**config.mk**
```make
export PLATFORM = sky130hd
export DESIGN_NAME = mpq_cell
export DESIGN_NICKNAME = d
export VERILOG_FILES = /design/src/hdl/mpq_pkg.sv /design/src/hdl/mpq_cell.sv
export SDC_FILE = /design/constraint.sdc
export NUM_CORES = 1
export LEC_CHECK = 0
export ABC_AREA = 1
export BUFFER_PORTS_ARGS = -buffer_cell sky130_fd_sc_hd__buf_2
export CAP_MARGIN = 25
export CORE_ASPECT_RATIO = 0.9
export CORE_MARGIN = 4
export CORE_UTILIZATION = 30
export DETAILED_ROUTE_END_ITERATION = 10
export HOLD_SLACK_MARGIN = 0.12
export PLACE_DENSITY = 0.58
export SKIP_CTS_REPAIR_TIMING = 1
export SYNTH_ARGS = -nofsm -noshare
export SYNTH_HDL_FRONTEND = slang
export SYNTH_SLANG_ARGS = --single-unit
```
**constraint.sdc**
```tcl
create_clock -name clock -period 5.3 [get_ports clock]
set_input_delay 0.53 -clock clock [delete_from_list [all_inputs] [get_ports clock]]
set_output_delay 0.53 -clock clock [all_outputs]
set_load 0.005 [all_outputs]
```
**src/hdl/mpq_pkg.sv**
```systemverilog
`default_nettype none
// ----------------------------------------------------------------------------
// Max priority queue package
// Shared types, sizes and codes for the systolic max priority queue.
// ----------------------------------------------------------------------------
package mpq_pkg;

   localparam int DEPTH     = 64;
   localparam int KEY_W     = 32;
   localparam int COUNT_W   = 7;
   localparam int CMD_W     = 2;
   localparam int STATUS_W  = 2;

   localparam logic [COUNT_W-1:0] DEPTH_COUNT    = COUNT_W'(DEPTH);
   localparam logic [COUNT_W-1:0] CAPACITY_RESET = COUNT_W'(64);

   localparam logic [CMD_W-1:0] CMD_INSERT  = 2'd0;
   localparam logic [CMD_W-1:0] CMD_EXTRACT = 2'd1;
   localparam logic [CMD_W-1:0] CMD_PEEK    = 2'd2;

   localparam logic [STATUS_W-1:0] ST_OK       = 2'd0;
   localparam logic [STATUS_W-1:0] ST_OVERFLOW = 2'd1;
   localparam logic [STATUS_W-1:0] ST_EMPTY    = 2'd2;

   typedef struct packed {
      logic [CMD_W-1:0]        cmd;
      logic signed [KEY_W-1:0] key_in;
   } req_type;

   typedef struct packed {
      logic [STATUS_W-1:0]     status;
      logic signed [KEY_W-1:0] max_key;
      logic [COUNT_W-1:0]      entry_count;
   } rsp_type;

   typedef struct packed {
      logic                    insert;
      logic                    extract;
      logic signed [KEY_W-1:0] key;
   } cell_ctl_type;

endpackage
`default_nettype wire

```
**src/hdl/mpq_cell.sv**
```systemverilog
`default_nettype none
// ----------------------------------------------------------------------------
// Max priority queue cell
// One slot of the sorted chain: keeps its key, takes the broadcast key or its
// upper neighbor's key on insert, and its lower neighbor's key on extract.
// ----------------------------------------------------------------------------
module mpq_cell
   import mpq_pkg::*;
(
   input  wire logic                    clock,
   input  wire cell_ctl_type            ctl,
   input  wire logic                    occupied,
   input  wire logic                    prev_ge,
   input  wire logic signed [KEY_W-1:0] prev_key,
   input  wire logic signed [KEY_W-1:0] next_key,
   output      logic signed [KEY_W-1:0] key_out,
   output      logic                    ge_out
);

   logic signed [KEY_W-1:0] key_ff;
   logic signed [KEY_W-1:0] key_in;

   assign ge_out  = occupied && (key_ff >= ctl.key);
   assign key_out = key_ff;

   always_comb begin
      key_in = key_ff;
      if (ctl.insert) begin
         if (ge_out) begin
            key_in = key_ff;
         end else if (prev_ge) begin
            key_in = ctl.key;
         end else begin
            key_in = prev_key;
         end
      end else if (ctl.extract) begin
         key_in = next_key;
      end
   end

   always_ff @(posedge clock) begin
      key_ff <= key_in;
   end

endmodule
`default_nettype wire

```
* Yosys cells after proc, flatten, opt, wreduce, memory -nomap -nowiden *
Index checks and enable logic that the tools add are counted.

operators by class
  order comparisons = 1
  eq/ne operators = 1
  multiplexer cells = 4
  reductions and logical operators = 3

operators by type and width
  cell                  count
  $mux W32              4
  $ge A32 B32 Y1        1
  $ne A2 B2 Y1 const B  1
  $reduce_and A2 Y1     1
  $reduce_bool A2 Y1    1
  $logic_and A1 B1 Y1   1

storage, ports and cells
  bits in registers = 32
  input bits = 101
  word-level logic and storage cells = 10

* Longest topological paths before layout *
  depth in word-level cells = 4
  gate-level depth with buffers = 18
  gate-level depth less buffers = 18

* Least setup slack after synthesis *
No wires, ideal clock.

  kind = in2reg
  from = input ctl[31] in the netlist's numbering
  to = register key_ff[0] (netlist: key_out[0]), enable pin
  setup time = 0.389 ns
  data arrival time = 2.327 ns
  data required time = 4.911 ns
  path slack = 2.584 ns
  stages = 12
  cells stage by stage = inv_1 -> ha_1 -> nand2_1 -> nor2_2 -> nand2_2 -> nor4_4 -> nand2_1 -> nand3_1 -> nand3_1 -> nand2_1 -> nand2_1 -> nand2_1

between the ends
  word-level cells in the longest chain between the ends = 4

RTL lines
  what                         RTL line        text
  from (decl)                  mpq_cell.sv:11  input wire cell_ctl_type ctl,
  $ge A32 B32 Y1               mpq_cell.sv:23  assign ge_out = occupied && (key_ff >= ctl.key);
  $logic_and A1 B1 Y1          mpq_cell.sv:23
  $ne A2 B2 Y1 (no line)       -
  $reduce_and A2 Y1 (no line)  -
  to (signal assigned)         mpq_cell.sv:42  key_ff <= key_in;
  to (decl)                    mpq_cell.sv:20  logic signed [KEY_W-1:0] key_ff;

Every way passes these cells.
A chain may end at the register's enable or synchronous reset.

* Worst setup path in the final report *
  from = register key_ff[31] (netlist: key_out[31])
  to = register key_ff[24] (netlist: key_out[24]), enable pin

between the ends
  word-level cells in the longest chain between the ends = 4

RTL lines
  what                         RTL line
  $ge A32 B32 Y1               mpq_cell.sv:23
  $logic_and A1 B1 Y1          mpq_cell.sv:23
  $ne A2 B2 Y1 (no line)       -
  $reduce_and A2 Y1 (no line)  -

Every way passes these cells.

==> impl_metrics.yaml <==
cells_and_area:
  fillers: 848
  design_area_um2: 3356
  largest_reg_flops: 32
  num_antenna_cells: 0
  final_layout_size_suffix_gt1_frac: 0.3333
  syn2layout_area_growth_pct: 35.05
  fin_util: 0.4159
  multi_input_comb_area_um2: 1320
  fin_nets: 583
  ff_latch_area_um2: 960.9
  final_cell_count_no_fill: 549
critical_path:
  worstPathArrival_ps: 2740
  timing_worst_setup_path_type: "flop to flop"
  end_kind: "flop"
  critPathRequiredTime_ps: 5240
  start_kind: "flop"
  worstRegToRegCells: 12
  crit_path_max_fanout: 22
  crit_path_start: "key_out[31]"
  rr_startpoint: "key_out[31]"
logic_synthesis:
  synthesis.nets: 452
  syn-instance-count: 319
  synthesis.area_um2: 2485
  synthesized_area_per_cell_um2: 7.790
  synth.yosys.seq_area_share: 0.3867
  synth.ff_latch_count: 32
  synth.lib_cells_used.distinct: 21
  yosys_warnings: 0
placed_design:
  gp_routability_congestion: 0.8282
  detailedPlacementHpwl_mm: 6.139
  io_buffer_count: 133
  dpl_cell_area_um2: 3236
  numPlacedInstances: 540
detailed_routing:
  route.detailed.drc: 0
  finalWirelength_mm: 7.606
  met3RoutedLength_um: 445
  post_route_ant_nets: 0
  firstDrtPassIters: 4
  dr.first_iter.drc_count: 138
  met1Wirelength_mm: 3.462
  detail_route.wl_per_cell_um: 13.85
  met2_wirelength_mm: 3.626
  maxUsedRoutingLayer: "met4"
  avgViaCountPerCell: 4.643
  routed-via-count: 2549
global_route:
  grt_start_max_net_pins: 35
  grt_pass1_vias: 2532
  grt_first_pass_wirelength_mm: 11.95
  number_of_antenna_violations_at_the_first_check_in_global_routing: 0
  grt_overflow: 0
  grtUsageTotal: 0.1541
power:
  power_switching_share: 0.3103
  leakage_power_nw: 1.760
  power.density_cell_area_nw_per_um2: 220.4
  share_comb_of_total_power: 0.314
  power_frac_seq: 0.452
  clkPwrFrac: 0.234
  internal-power_mw: 0.5101
  power.total_mw: 0.7396
  ir_drop_v: 0.00008259
  net-switching-power_mw: 0.2295
floorplanning:
  die_w_um: 103.9
  dieHeight_um: 94.34
  core-area_um2: 8068
  initial_core_util: 0.3080
  fp.dieArea_um2: 9805
  top_level_ports: 134
  rows: 31
worst_hold_path:
  worstHoldPathCells: 3
  min-delay-start: "next_key[9]"
  holdCritPathClass: "input pin to flop"
clock_network:
  cts-buffers-inserted: 5
  cts-htree-levels: 2
  clk-insertion-delay-late_ps: 270
  tritoncts: "yes"
  clock_sinks: 32
  root_buffer: "sky130_fd_sc_hd__clkbuf_8"
  clock_path_buffers: 2
  cts.reportedPaths.clkPinSlew_ps: 70
timing:
  min_period_over_period: 0.5281
  period_minus_slack_ps: 2799
  timing.fmax_mhz: 357.3
  finClkSkew_ps: 7.295
  post_route_setup_tns_ps: 0
  worst_slew_margin_rel: 0.6381
  finalSetupViolations: 0
  worst_margin_pin_slew_ps: 542.3
  rsz0062_at_grt: "false"
  finalMaxSlewViolations: 0
  timing_hold_violations_final: 0
flow_run:
  timing.max_cap.violations: 0
run_status:
  run_status: "finished, final reports clean"
[layer usage]
layer | up-vias | global-route usage
met5 | - | 0
met4 | 0 | 0.03987
met3 | 5 | 0.03486
met2 | 75 | 0.2711
met1 | 1141 | 0.1929
li1 | 1328 | -
[layout make-up]
type,instances,area share
flip-flops and latches,32,0.2864
repair buffers,136,0.2133
clock buffers,6,0.02163
multi-input cells,233,0.3934
well taps,99,0.03691
inverters,42,0.04698
clock inverters,1,0.001491
[cell usage in the layout (no fill, tap or decap), drive strengths merged]
| master | instances |
|---|---|
| buf | 136 |
| nand2 | 68 |
| o21ai | 67 |
| inv | 42 |
| nor2 | 40 |
| ha | 32 |
| edfxtp | 32 |
| a21oi | 14 |
| clkbuf | 6 |
| nand4 | 3 |
| nand3 | 3 |
| a21o | 2 |
| o21a | 2 |
| nor3 | 1 |
| nor4 | 1 |
| clkinv | 1 |
[critical path, cell delays in order, from the launching register on]
cell and delay [ps]:
sky130_fd_sc_hd__edfxtp_1 400, sky130_fd_sc_hd__ha_1 370, sky130_fd_sc_hd__nand2_1 120, sky130_fd_sc_hd__nor2_2 160, sky130_fd_sc_hd__nand2_2 110, sky130_fd_sc_hd__nor4_4 180, sky130_fd_sc_hd__nand2_1 100, sky130_fd_sc_hd__nand3_1 70
sky130_fd_sc_hd__nand3_1 80, sky130_fd_sc_hd__nand2_1 80, sky130_fd_sc_hd__nand2_1 50, sky130_fd_sc_hd__nand2_1 350, sky130_fd_sc_hd__buf_4 390
[synthesized netlist by cell type]
cell / instances / share of area
sky130_fd_sc_hd__nor4_4: 1 / 0.0086
sky130_fd_sc_hd__ha_1: 32 / 0.16
sky130_fd_sc_hd__nor3_1: 1 / 0.0020
sky130_fd_sc_hd__o21ai_0: 53 / 0.11
sky130_fd_sc_hd__clkbuf_1: 10 / 0.015
sky130_fd_sc_hd__o21a_2: 1 / 0.0035
sky130_fd_sc_hd__nand2_2: 2 / 0.0050
sky130_fd_sc_hd__a21oi_1: 12 / 0.024
sky130_fd_sc_hd__edfxtp_1: 32 / 0.39
sky130_fd_sc_hd__inv_1: 42 / 0.063
sky130_fd_sc_hd__nand3_1: 3 / 0.0060
sky130_fd_sc_hd__nor2_1: 38 / 0.057
sky130_fd_sc_hd__o21a_1: 1 / 0.0030
sky130_fd_sc_hd__nand4_1: 3 / 0.0076
sky130_fd_sc_hd__buf_1: 1 / 0.0015
sky130_fd_sc_hd__a21o_1: 2 / 0.0060
sky130_fd_sc_hd__nand2_1: 66 / 0.10
sky130_fd_sc_hd__nor2_2: 2 / 0.0050
sky130_fd_sc_hd__o21ai_1: 14 / 0.028
sky130_fd_sc_hd__buf_2: 1 / 0.0020
sky130_fd_sc_hd__a21oi_2: 2 / 0.0071
[power by group through the flow]
stage,registers [mW],clock network [mW],logic [mW]
2_1_floorplan,0.341,0,0.122
4_1_cts,0.335,0.181,0.233
3_3_place_gp,0.339,0,0.227
3_5_place_dp,0.340,0,0.232
5_1_grt,0.338,0.196,0.267
6_report,0.334,0.173,0.232
[cells by family after synthesis]
| family | after synthesis | synth area share |
|---|---|---|
| buf+inv | 54 | 0.08207 |
| simple gates | 116 | 0.1913 |
| compound gates | 85 | 0.1788 |
| fa+ha+maj | 32 | 0.1611 |
| flops | 32 | 0.3867 |
[through the flow]
stage / setup slack (ps) / hold WS (ps)
6_report: 2501 / 537.0
2_1_floorplan: 2584 / 721.2
4_1_cts: 2468 / 526.7
5_1_grt: 2257 / 534.8
3_3_place_gp: 2223 / 823.7
3_5_place_dp: 2202 / 817.2
[final timing paths]
path / to / slack, ps
max: key_out[24] / 2500
min: key_out[9] / 540
max reg2reg: key_out[24] / 2500
min reg2reg: key_out[30] / 1350
Power figures use the tool's default switching activity.
